<file path="src/design/bc_pkg.sv">
`timescale 1ns / 1ps
// Shared types and constants for the binomial coefficient block.
// Holds the microprogram ROM, its control word layout and operand widths.
// No dependencies.
package bc_pkg;

    localparam int N_W       = 31;
    localparam int MUL_CHUNK = 32;
    localparam int ACC_EXT_W = 2 * MUL_CHUNK;
    localparam int MUL_P_W   = MUL_CHUNK + N_W;
    localparam int PROD_W    = ACC_EXT_W + N_W;

    typedef logic [N_W-1:0] operand_t;
    typedef logic [3:0]     step_t;
    typedef logic [3:0]     op_t;
    typedef logic [3:0]     cond_t;

    typedef struct packed {
        op_t   op;
        cond_t cond;
        step_t target;
    } ctrl_word_t;

    // Step addresses
    localparam step_t S_WAIT    = 4'd0;
    localparam step_t S_RANGE   = 4'd1;
    localparam step_t S_TRIV    = 4'd2;
    localparam step_t S_LOOP    = 4'd3;
    localparam step_t S_MULHI   = 4'd4;
    localparam step_t S_DIVINIT = 4'd5;
    localparam step_t S_DIV     = 4'd6;
    localparam step_t S_ADV     = 4'd7;
    localparam step_t S_ZERO    = 4'd8;
    localparam step_t S_OVF     = 4'd9;
    localparam step_t S_EMIT    = 4'd10;
    localparam step_t S_RET     = 4'd11;

    // Datapath operations
    localparam op_t O_NOP      = 4'd0;
    localparam op_t O_LOAD     = 4'd1;
    localparam op_t O_REDUCE   = 4'd2;
    localparam op_t O_MUL_LO   = 4'd3;
    localparam op_t O_MUL_HI   = 4'd4;
    localparam op_t O_DIV_INIT = 4'd5;
    localparam op_t O_DIV_STEP = 4'd6;
    localparam op_t O_ADVANCE  = 4'd7;
    localparam op_t O_CLEAR    = 4'd8;
    localparam op_t O_SET_OVF  = 4'd9;
    localparam op_t O_EMIT     = 4'd10;

    // Jump conditions
    localparam cond_t C_NEVER    = 4'd0;
    localparam cond_t C_ALWAYS   = 4'd1;
    localparam cond_t C_IDLE     = 4'd2;
    localparam cond_t C_R_GT_N   = 4'd3;
    localparam cond_t C_TRIVIAL  = 4'd4;
    localparam cond_t C_I_EQ_R   = 4'd5;
    localparam cond_t C_PROD_OVF = 4'd6;
    localparam cond_t C_CNT_NZ   = 4'd7;
    localparam cond_t C_OUT_BUSY = 4'd8;

    function automatic ctrl_word_t ucode_rom(input step_t addr);
        ctrl_word_t w;
        unique case (addr)
            S_WAIT:    w = '{O_LOAD,     C_IDLE,     S_WAIT};
            S_RANGE:   w = '{O_NOP,      C_R_GT_N,   S_ZERO};
            S_TRIV:    w = '{O_REDUCE,   C_TRIVIAL,  S_EMIT};
            S_LOOP:    w = '{O_MUL_LO,   C_I_EQ_R,   S_EMIT};
            S_MULHI:   w = '{O_MUL_HI,   C_NEVER,    S_WAIT};
            S_DIVINIT: w = '{O_DIV_INIT, C_PROD_OVF, S_OVF};
            S_DIV:     w = '{O_DIV_STEP, C_CNT_NZ,   S_DIV};
            S_ADV:     w = '{O_ADVANCE,  C_ALWAYS,   S_LOOP};
            S_ZERO:    w = '{O_CLEAR,    C_ALWAYS,   S_EMIT};
            S_OVF:     w = '{O_SET_OVF,  C_ALWAYS,   S_EMIT};
            S_EMIT:    w = '{O_EMIT,     C_OUT_BUSY, S_EMIT};
            S_RET:     w = '{O_NOP,      C_ALWAYS,   S_WAIT};
            default:   w = '{O_NOP,      C_ALWAYS,   S_WAIT};
        endcase
        return w;
    endfunction

endpackage

</file>
<file path="src/design/bc_in_if.sv">
`timescale 1ns / 1ps
// Operand channel of the binomial coefficient block: valid/ready plus n and r.
// Depends on bc_pkg.
interface bc_in_if;
    import bc_pkg::*;

    logic     valid;
    logic     ready;
    operand_t n_total;
    operand_t r_chosen;

    modport source (output valid, output n_total, output r_chosen, input ready);
    modport sink   (input valid, input n_total, input r_chosen, output ready);
endinterface

</file>
<file path="src/design/bc_out_if.sv">
`timescale 1ns / 1ps
// Result channel of the binomial coefficient block: valid/ready, count and flag.
// No dependencies.
interface bc_out_if #(
    parameter int RESULT_WIDTH = 64
);
    logic                    valid;
    logic                    ready;
    logic [RESULT_WIDTH-1:0] count_value;
    logic                    overflow_flag;

    modport source (output valid, output count_value, output overflow_flag, input ready);
    modport sink   (input valid, input count_value, input overflow_flag, output ready);
endinterface

</file>
<file path="src/design/binomial_coefficient.sv">
`timescale 1ns / 1ps
// Top level of the binomial coefficient block: microprogram sequencer and datapath.
// Depends on bc_pkg, bc_in_if and bc_out_if.
//
// Computes C(n, r) for one operand beat at a time with a 12-step microprogram.
// After r is reduced to r' = min(r, n - r), each round multiplies the running
// count by n - i on one 32x31 multiplier in two passes, checks for overflow,
// then divides exactly by i + 1 in a restoring divider that retires one
// quotient bit per cycle. Each round runs the low and high multiply steps,
// the divider init step, the divide steps and the advance step. The result
// register loads at the emit step after r' rounds, with r' bounded in
// practice by overflow, and the next operand beat is accepted after the
// return step. A round that overflows leaves at the divider init step and
// reaches the emit step through the overflow step. Cases with r > n, r = 0
// or r = n skip the rounds and reach the emit step through the zero step or
// directly. The sequencer holds at its emit step for every cycle that an
// earlier result still waits in the result register. The result register
// lets the next operand beat be accepted while a finished result still
// waits to be taken.
module binomial_coefficient #(
    parameter int RESULT_WIDTH = 64
) (
    input  logic     clk,
    input  logic     rst_n,
    bc_in_if.sink    operands,
    bc_out_if.source result
);
    import bc_pkg::*;

    localparam int CNT_W = $clog2(RESULT_WIDTH);

    step_t                   upc_reg, upc_next;
    operand_t                n_reg, r_reg, i_reg, factor_reg, div_reg;
    logic [RESULT_WIDTH-1:0] acc_reg, q_reg;
    logic                    ovf_reg;
    logic [MUL_P_W-1:0]      plo_reg;
    logic [PROD_W-1:0]       prod_reg;
    logic [N_W-1:0]          rem_reg;
    logic [CNT_W-1:0]        cnt_reg;
    logic                    out_valid_reg, out_valid_next;
    logic [RESULT_WIDTH-1:0] out_count_reg;
    logic                    out_ovf_reg;

    ctrl_word_t              cw;
    logic                    take;
    logic                    out_busy;
    logic                    emit_fire;
    logic [ACC_EXT_W-1:0]    acc_ext;
    logic [MUL_CHUNK-1:0]    mul_a;
    logic [MUL_P_W-1:0]      mul_p;
    operand_t                n_minus_r;
    logic [N_W:0]            rem_shift;
    logic [N_W:0]            rem_diff;

    assign cw        = ucode_rom(upc_reg);
    assign out_busy  = out_valid_reg && !result.ready;
    assign take      = (upc_reg == S_WAIT) && operands.valid;
    assign emit_fire = (cw.op == O_EMIT) && !out_busy;

    assign operands.ready = (upc_reg == S_WAIT);

    assign acc_ext   = ACC_EXT_W'(acc_reg);
    assign mul_a     = (cw.op == O_MUL_HI) ? acc_ext[ACC_EXT_W-1:MUL_CHUNK]
                                            : acc_ext[MUL_CHUNK-1:0];
    assign mul_p     = MUL_P_W'(mul_a) * MUL_P_W'(factor_reg);
    assign n_minus_r = n_reg - r_reg;
    assign rem_shift = {rem_reg, q_reg[RESULT_WIDTH-1]};
    assign rem_diff  = rem_shift - {1'b0, div_reg};

    // Sequencer: jump on condition, else advance
    always_comb
    begin
        logic jump;
        case (cw.cond)
            C_NEVER:    jump = 1'b0;
            C_ALWAYS:   jump = 1'b1;
            C_IDLE:     jump = !operands.valid;
            C_R_GT_N:   jump = r_reg > n_reg;
            C_TRIVIAL:  jump = (r_reg == '0) || (r_reg == n_reg);
            C_I_EQ_R:   jump = i_reg == r_reg;
            C_PROD_OVF: jump = |prod_reg[PROD_W-1:RESULT_WIDTH];
            C_CNT_NZ:   jump = cnt_reg != '0;
            C_OUT_BUSY: jump = out_busy;
            default:    jump = 1'b1;
        endcase
        upc_next = jump ? cw.target : step_t'(upc_reg + 4'd1);
    end

    always_comb
    begin
        out_valid_next = out_valid_reg;
        if (emit_fire)
        begin
            out_valid_next = 1'b1;
        end
        else if (result.ready)
        begin
            out_valid_next = 1'b0;
        end
    end

    always_ff @(posedge clk or negedge rst_n)
    begin
        if (!rst_n)
        begin
            upc_reg       <= S_WAIT;
            out_valid_reg <= 1'b0;
        end
        else
        begin
            upc_reg       <= upc_next;
            out_valid_reg <= out_valid_next;
        end
    end

    // Datapath
    always_ff @(posedge clk)
    begin
        case (cw.op)
            O_LOAD:
            begin
                if (take)
                begin
                    n_reg      <= operands.n_total;
                    r_reg      <= operands.r_chosen;
                    factor_reg <= operands.n_total;
                    i_reg      <= '0;
                    acc_reg    <= RESULT_WIDTH'(1);
                    ovf_reg    <= 1'b0;
                end
            end
            O_REDUCE:
            begin
                if (r_reg > n_minus_r)
                begin
                    r_reg <= n_minus_r;
                end
            end
            O_MUL_LO:
            begin
                plo_reg <= mul_p;
            end
            O_MUL_HI:
            begin
                prod_reg <= {mul_p, {MUL_CHUNK{1'b0}}} + PROD_W'(plo_reg);
            end
            O_DIV_INIT:
            begin
                q_reg   <= prod_reg[RESULT_WIDTH-1:0];
                rem_reg <= '0;
                div_reg <= i_reg + operand_t'(1);
                cnt_reg <= CNT_W'(RESULT_WIDTH - 1);
            end
            O_DIV_STEP:
            begin
                cnt_reg <= cnt_reg - CNT_W'(1);
                if (!rem_diff[N_W])
                begin
                    rem_reg <= rem_diff[N_W-1:0];
                    q_reg   <= {q_reg[RESULT_WIDTH-2:0], 1'b1};
                end
                else
                begin
                    rem_reg <= rem_shift[N_W-1:0];
                    q_reg   <= {q_reg[RESULT_WIDTH-2:0], 1'b0};
                end
            end
            O_ADVANCE:
            begin
                acc_reg    <= q_reg;
                i_reg      <= i_reg + operand_t'(1);
                factor_reg <= factor_reg - operand_t'(1);
            end
            O_CLEAR:
            begin
                acc_reg <= '0;
            end
            O_SET_OVF:
            begin
                acc_reg <= '0;
                ovf_reg <= 1'b1;
            end
            O_EMIT:
            begin
                if (emit_fire)
                begin
                    out_count_reg <= acc_reg;
                    out_ovf_reg   <= ovf_reg;
                end
            end
            default:
            begin
            end
        endcase
    end

    assign result.valid         = out_valid_reg;
    assign result.count_value   = out_count_reg;
    assign result.overflow_flag = out_ovf_reg;

    a_accept_starts: assert property (@(posedge clk) disable iff (!rst_n)
        (operands.valid && operands.ready) |=> (upc_reg == S_RANGE))
        else $error("accepted beat did not start the microprogram");

    a_emit_loads: assert property (@(posedge clk) disable iff (!rst_n)
        emit_fire |=> (result.valid && result.count_value == $past(acc_reg)))
        else $error("emitted result not presented");

    a_ovf_zero: assert property (@(posedge clk) disable iff (!rst_n)
        (result.valid && result.overflow_flag) |-> (result.count_value == '0))
        else $error("overflow result carries a nonzero count");

    a_div_nonzero: assert property (@(posedge clk) disable iff (!rst_n)
        (upc_reg == S_DIV) |-> (div_reg != '0))
        else $error("division by zero in divider");

    a_no_busy_accept: assert property (@(posedge clk) disable iff (!rst_n)
        (upc_reg == S_EMIT && out_busy) |=> (upc_reg == S_EMIT && !operands.ready))
        else $error("sequencer left emit step while result register busy");

endmodule
</file>
<file path="src/flat_wrapper.sv">
// flat-port wrapper written by rule: the top's interface ports become plain ports
module binomial_coefficient_flat import bc_pkg::*;
#(
    parameter int RESULT_WIDTH = 64
)
  (clk, rst_n, operands_valid, operands_n_total, operands_r_chosen, operands_ready, result_valid, result_count_value, result_overflow_flag, result_ready);
  bc_in_if operands_i ();
  bc_out_if #(.RESULT_WIDTH(RESULT_WIDTH)) result_i ();
  input  logic clk;
  input  logic rst_n;
  input wire logic [$bits(operands_i.valid)-1:0] operands_valid;
  input wire logic [$bits(operands_i.n_total)-1:0] operands_n_total;
  input wire logic [$bits(operands_i.r_chosen)-1:0] operands_r_chosen;
  output wire logic [$bits(operands_i.ready)-1:0] operands_ready;
  output wire logic [$bits(result_i.valid)-1:0] result_valid;
  output wire logic [$bits(result_i.count_value)-1:0] result_count_value;
  output wire logic [$bits(result_i.overflow_flag)-1:0] result_overflow_flag;
  input wire logic [$bits(result_i.ready)-1:0] result_ready;
  assign operands_i.valid = operands_valid;
  assign operands_i.n_total = operands_n_total;
  assign operands_i.r_chosen = operands_r_chosen;
  assign operands_ready = operands_i.ready;
  assign result_valid = result_i.valid;
  assign result_count_value = result_i.count_value;
  assign result_overflow_flag = result_i.overflow_flag;
  assign result_i.ready = result_ready;
  binomial_coefficient #(.RESULT_WIDTH(RESULT_WIDTH)) u_core (.clk(clk), .rst_n(rst_n), .operands(operands_i), .result(result_i));
endmodule
</file>
<file path="config.mk">
export PLATFORM = sky130hd
export DESIGN_NAME = binomial_coefficient_flat
export DESIGN_NICKNAME = d
export VERILOG_FILES = /design/src/design/bc_pkg.sv /design/src/design/bc_in_if.sv /design/src/design/bc_out_if.sv /design/src/design/binomial_coefficient.sv /design/src/flat_wrapper.sv
export SDC_FILE = /design/constraint.sdc
export NUM_CORES = 2
export LEC_CHECK = 0
export CAP_MARGIN = 25
export CORE_MARGIN = 2
export CORE_UTILIZATION = 35
export CTS_CLUSTER_DIAMETER = 120
export CTS_CLUSTER_SIZE = 14
export DETAILED_ROUTE_END_ITERATION = 8
export DONT_BUFFER_PORTS = 1
export GPL_TIMING_DRIVEN = 0
export HOLD_SLACK_MARGIN = 0.1
export PLACE_DENSITY_LB_ADDON = 0.08
export SKIP_CTS_REPAIR_TIMING = 1
export SLEW_MARGIN = 20
export SYNTH_ARGS = -nofsm -noshare
export SYNTH_HDL_FRONTEND = slang
export SYNTH_SLANG_ARGS = --single-unit
</file>
<file path="constraint.sdc">
create_clock -name clk -period 24 [get_ports clk]
set_clock_uncertainty 0.1 [all_clocks]
set_input_delay 4.8 -clock clk [delete_from_list [all_inputs] [get_ports clk]]
set_output_delay 4.8 -clock clk [all_outputs]
set_load 0.1 [all_outputs]
</file>
# ---- After elaboration in Yosys (flattened, before gate mapping)
# Memories as Yosys holds them, arrays and structs flattened.
# Index checks and enable logic that the tools add are counted.
dict set report totals {
  output_inout_bits 67
  inputBits 66
  n_memories 1
  mem_bits_ro 192
  register_bits 549
  wordCells 94
}
# name depth width read_ports rd_ports_with_merged_regs wr line
set memory_table {}
lappend memory_table {{(no name shown)} 16 12 1 0 0 bc_pkg.sv:64} ;# unique case (addr)
dict set report op_classes {
  order_cmp 2
  mux 21
  n_eq_ne 21
  multipliers 1
  n_reduce_logical 25
  addsub 7
}
# cell count
set op_table {}
lappend op_table {{31-bit case mux with 2 select lines} 4}
lappend op_table {{64-bit case mux with 3 select lines} 1}
lappend op_table {{31-bit 2-to-1 mux} 5}
lappend op_table {{64-bit case mux with 2 select lines} 1}
lappend op_table {{95-bit by 63-bit adder with 95-bit output} 1}
lappend op_table {{64-bit 2-to-1 mux} 1}
lappend op_table {{32-bit by 31-bit multiplier with 63-bit output} 1}
lappend op_table {{31-bit equality test} 2}
lappend op_table {{31-bit greater-than comparator} 2}
lappend op_table {{4-bit by 3-bit equality test with 1-bit output, second input constant} 8}
lappend op_table {{32-bit 2-to-1 mux} 1}
lappend op_table {{32-bit by 31-bit subtractor with 32-bit output} 1}
lappend op_table {{31-bit by 1-bit adder with 31-bit output, second input constant} 1}
lappend op_table {{31-bit logical NOT} 1}
lappend op_table {{31-bit OR reduction} 1}
lappend op_table {{31-bit by 1-bit subtractor with 31-bit output, second input constant} 1}
lappend op_table {{31-bit subtractor} 1}
lappend op_table {{4-bit by 2-bit equality test with 1-bit output, second input constant} 4}
lappend op_table {{4-bit equality test, second input constant} 4}
lappend op_table {{6-bit case mux with 2 select lines} 1}
lappend op_table {{2-bit AND reduction} 5}
lappend op_table {{2-bit nonzero test} 5}
lappend op_table {{4-bit logical NOT} 2}
lappend op_table {{1-bit case mux with 8 select lines} 1}
lappend op_table {{14 further kinds} 22}

# ---- Depth between registers and ports, before layout
dict set report logic_depth {
  word_depth 5
  depth_mapped 44
  depth_no_buf 40
}

# ---- Worst setup path before layout
# No wires, ideal clock.
dict set report synth_path {
  path_kind {reg2reg}
  start {register u_core.upc_reg[2]}
  end {register u_core.prod_reg[93] (data pin)}
  setup_slack_ps 10177
  t_arrival_ps 13456
  synth_period_minus_slack_ps 13823
  setup_time_ps 268
  required_time_ps 23632
  path_buffers 2
  stages_incl_launch_ff 40
  cell_sequence {dfrtp_1 > clkinv_1 > nor4_1 > clkbuf_1 > mux2_2 > clkbuf_1 > and2_1 > fa_1 > fa_1 > fa_1 > inv_1 > fa_1 > inv_1 > fa_1 > inv_1 > fa_1 > inv_1 > fa_1 > (+4 left out) > o211ai_1 > nand3_1 > o21ai_0 > xnor2_1 > ha_1 > a21o_1 > a21o_1 > a21o_1 > a2111oi_0 > a221o_1 > a21oi_1 > and4_1 > a2111oi_4 > nand4b_1 > nor3_2 > nand2_1 > nor4_2 > xor2_1}
}
dict set report synth_via {
  elab_chain_len 5
}
# element line
set synth_lines {}
lappend synth_lines {{start: declaration} binomial_coefficient.sv:32} ;# step_t upc_reg, upc_next;
lappend synth_lines {{start signal: assignment} binomial_coefficient.sv:111} ;# upc_reg <= upc_next;
lappend synth_lines {{memory read 16 x 12 bit} n/a}
lappend synth_lines {{4-bit by 3-bit equality test with 1-bit output} binomial_coefficient.sv:63} ;# assign mul_a = (cw.op == O_MUL_HI) ? acc_ext[ACC_EXT_W-1:MUL_CHUNK]
lappend synth_lines {{32-bit 2-to-1 mux} binomial_coefficient.sv:63}
lappend synth_lines {{32-bit by 31-bit multiplier with 63-bit output} binomial_coefficient.sv:65} ;# assign mul_p = MUL_P_W'(mul_a) * MUL_P_W'(factor_reg);
lappend synth_lines {{net u_core.mul_p[22]} binomial_coefficient.sv:50} ;# logic [MUL_P_W-1:0] mul_p;
lappend synth_lines {{95-bit by 63-bit adder with 95-bit output} binomial_coefficient.sv:145} ;# prod_reg <= {mul_p, {MUL_CHUNK{1'b0}}} + PROD_W'(plo_reg);
lappend synth_lines {{end signal: assignment} binomial_coefficient.sv:145}
lappend synth_lines {{end: declaration} binomial_coefficient.sv:37} ;# logic [PROD_W-1:0] prod_reg;
# The timed path passes the listed nets, and every way through them passes these cells.
# A chain may end at the register's enable or synchronous reset.

# ---- Final worst setup path
# Ends and elaborated chain as after synthesis.

==> flow_summary.json <==
{
  "status": "complete, no violations",
  "syn_area_sq_um": 60000,
  "clock_path_buffers": 3,
  "post_drt_wl_per_cell_um": 25.7,
  "hpwl_mm": 180,
  "ys_top_cells_by_area": "fa_1 (29%), edfxtp_1 (27%), ha_1 (8.1%)",
  "max-cap-violations": 0,
  "dr.first_iter.drc_count": 3313,
  "tns_ns": 0,
  "ys_async_sr_fraction_pct": 0.911,
  "via_per_inst": 5.15,
  "tightest_slew_ns": 1.16,
  "setup.worst_path.start": "u_core.upc_reg[2]$_DFF_PN0_",
  "gr-usage-met3_pct": 4.17,
  "cts_tree": "done",
  "h-tree-depth": 2,
  "grt.met2_usage_pct": 38.0,
  "seq_area_frac_synth_pct": 27.5,
  "insertion_delay_ns": 0.68,
  "ys.flop_type": "edfxtp_1",
  "synth.net_count": 7243,
  "grt_pass1_vias": 43600,
  "start_kind": "flop",
  "drc": 0,
  "rows": 151,
  "period_minus_slack_ns": 14.51,
  "finalCritPeriodShare_pct": 60.5,
  "hold_start": "u_core.plo_reg[27]$_DFFE_PN_",
  "core-area_sq_um": 170000,
  "synth_edf_count": 544,
  "postRouteAntennaNets": 0,
  "hold_violations": 0,
  "drv_slew": 0,
  "worstPathArrival_ns": 14.79,
  "io_pins": 133,
  "path_buf_inv": 7,
  "root_buffer": "clkbuf_16",
  "cp_slowest_stage_delay_ns": 0.86,
  "initial_core_util_pct": 35.3,
  "synth.avg_cell_area_sq_um": 10.1,
  "portBuffers": 0,
  "routed_wl_mm": 212,
  "grt.busiest_layer": "met2",
  "cp-end-kind": "flop",
  "syn_to_final_growth_pct": 7.89,
  "nets": 7330,
  "firstDrtPassIters": 7,
  "largest_reg_flops": 95,
  "numCtsBuffers": 46,
  "cpLargestDelayFamily": "adder cells",
  "ys_warn_count": 0,
  "clock.fmax_ghz": 0.0689,
  "clkTransAtPathRegs_ns": 0.07,
  "yosysTopAreaCell": "fa_1",
  "grt_max_degree": 51,
  "cpMostUsedCell": "fa_1",
  "cts_sinks": 549,
  "drive_above_1_share_pct": 3.62,
  "synth_top_area_share_pct": 29.0,
  "grt_util_all_layers_pct": 24.5,
  "vias": 42500,
  "worstSetupPathType": "reg -> reg",
  "r2r-start": "u_core.upc_reg[2]$_DFF_PN0_",
  "hold_path_class": "reg -> reg",
  "die_area_sq_um": 175000,
  "gr-total-overflow": 0,
  "die_x_um": 418,
  "met1_usage_pct": 34.6,
  "rsz0062_at_grt": "false",
  "gp_congestion": 0.936,
  "die_y_um": 418,
  "crit_slowest_cell": "a2111oi_0",
  "syn_inst": 5919,
  "finalSetupViolCount": 0,
  "synth.distinct_cells": 96,
  "ys_ff_latch": 549,
  "relSlewSlack_pct": 22.8,
  "antenna_found_initial": 26,
  "grt_pass1_wl_mm": 308,
  "worstPathMaxFanout": 10,
  "crit_required_ns": 24.28
}
[through the flow]
step / setup WS, ns / instance area, sq um / cells / hold slack [ns] / util [%]
final: 9.49 / 64700 / 8256 / 0.312 / 38.1
after global placement: 3.66 / 62700 / 8137 / 0.301 / 36.9
after global routing: 9.12 / 64700 / 8248 / 0.327 / 38.1
after CTS: 9.90 / 64600 / 8241 / 0.316 / 38.0
after detailed placement: 10.02 / 63300 / 8170 / 0.305 / 37.3
after floorplan: 10.18 / 60000 / 5919 / 0.300 / -
[worst paths after layout]
path / slack, ns / end / depth (start not counted)
min in group asynchronous: 3.71 / u_core.upc_reg[3]$_DFF_PN0_ / 0
min: 0.31 / u_core.prod_reg[27]$_DFFE_PP_ / 0
max in group asynchronous: 19.99 / u_core.upc_reg[1]$_DFFE_PN0P_ / 0
max: 9.49 / u_core.prod_reg[93]$_DFFE_PP_ / 37
min reg2reg: 0.31 / u_core.prod_reg[27]$_DFFE_PP_ / 0
max reg2reg: 9.49 / u_core.prod_reg[93]$_DFFE_PP_ / 37
[cells in the final DEF, fill, tap and decap left out, types with 14 or more instances in the layout]
| cell type | Yosys | layout |
|---|---|---|
| edfxtp_1 | 544 | 544 |
| xnor2_1 | 175 | 175 |
| clkbuf_1 | 277 | 290 |
| nor2_1 | 163 | 163 |
| nand2b_1 | 30 | 30 |
| and2_1 | 635 | 635 |
| inv_1 | 944 | 943 |
| xor2_1 | 81 | 81 |
| mux2_2 | 32 | 32 |
| o21ai_0 | 144 | 144 |
| nor4_1 | 33 | 31 |
| a31oi_1 | 25 | 25 |
| or2_2 | 18 | 16 |
| a21oi_1 | 159 | 159 |
| and3_1 | 25 | 25 |
| nand3_1 | 65 | 65 |
| mux2i_1 | 36 | 36 |
| or3_1 | 14 | 14 |
| o21a_1 | 17 | 17 |
| buf_2 | 17 | 21 |
| o211ai_1 | 20 | 20 |
| ha_1 | 389 | 389 |
| nand4_1 | 44 | 44 |
| fa_1 | 869 | 869 |
| a21o_1 | 82 | 82 |
| nor3_1 | 43 | 41 |
| o21bai_1 | 19 | 19 |
| clkbuf_16 | 0 | 47 |
| nor2b_1 | 22 | 21 |
| nand2_1 | 834 | 833 |
[Yosys cell counts (30+ instances only)]
library cell / number
xnor2_1: 175
and2_1: 635
xor2_1: 81
inv_1: 944
clkbuf_1: 277
a21oi_1: 159
mux2i_1: 36
edfxtp_1: 544
ha_1: 389
nand4_1: 44
a21o_1: 82
nor2_1: 163
nor4_1: 33
o21ai_0: 144
nand2b_1: 30
mux2_2: 32
fa_1: 869
nand3_1: 65
nand2_1: 834
nor3_1: 43
[area by class of cell]
cell class	count	area, sq um
tap	2218	2780
clock buffer	66	1250
fill	17200	105000
inverter	945	3550
antenna	9	22.5
clock inverter	5	85.1
timing repair buffer	39	526
sequential	549	16500
multi-input combinational	4126	38900
buffer	299	1160
[cells by family after synthesis]
group	synth area share, %
adders and majority gates	37.1
and+or+nand+nor	16.5
muxes	1.20
xor gates and xnor gates	3.79
DFF	27.5
AOI/OAI and AO/OA	6.06
buffers and inverters	7.83
[routing by layer]
metal	part of all wire, %	up-vias
li1	-	19000
met1	44	22100
met2	45	1196
met3	6.7	225
met4	3.9	2
met5	0.0085	-
Power is not shown: default switching activity piles up to over one toggle a cycle in this logic, so the estimate is an artifact.
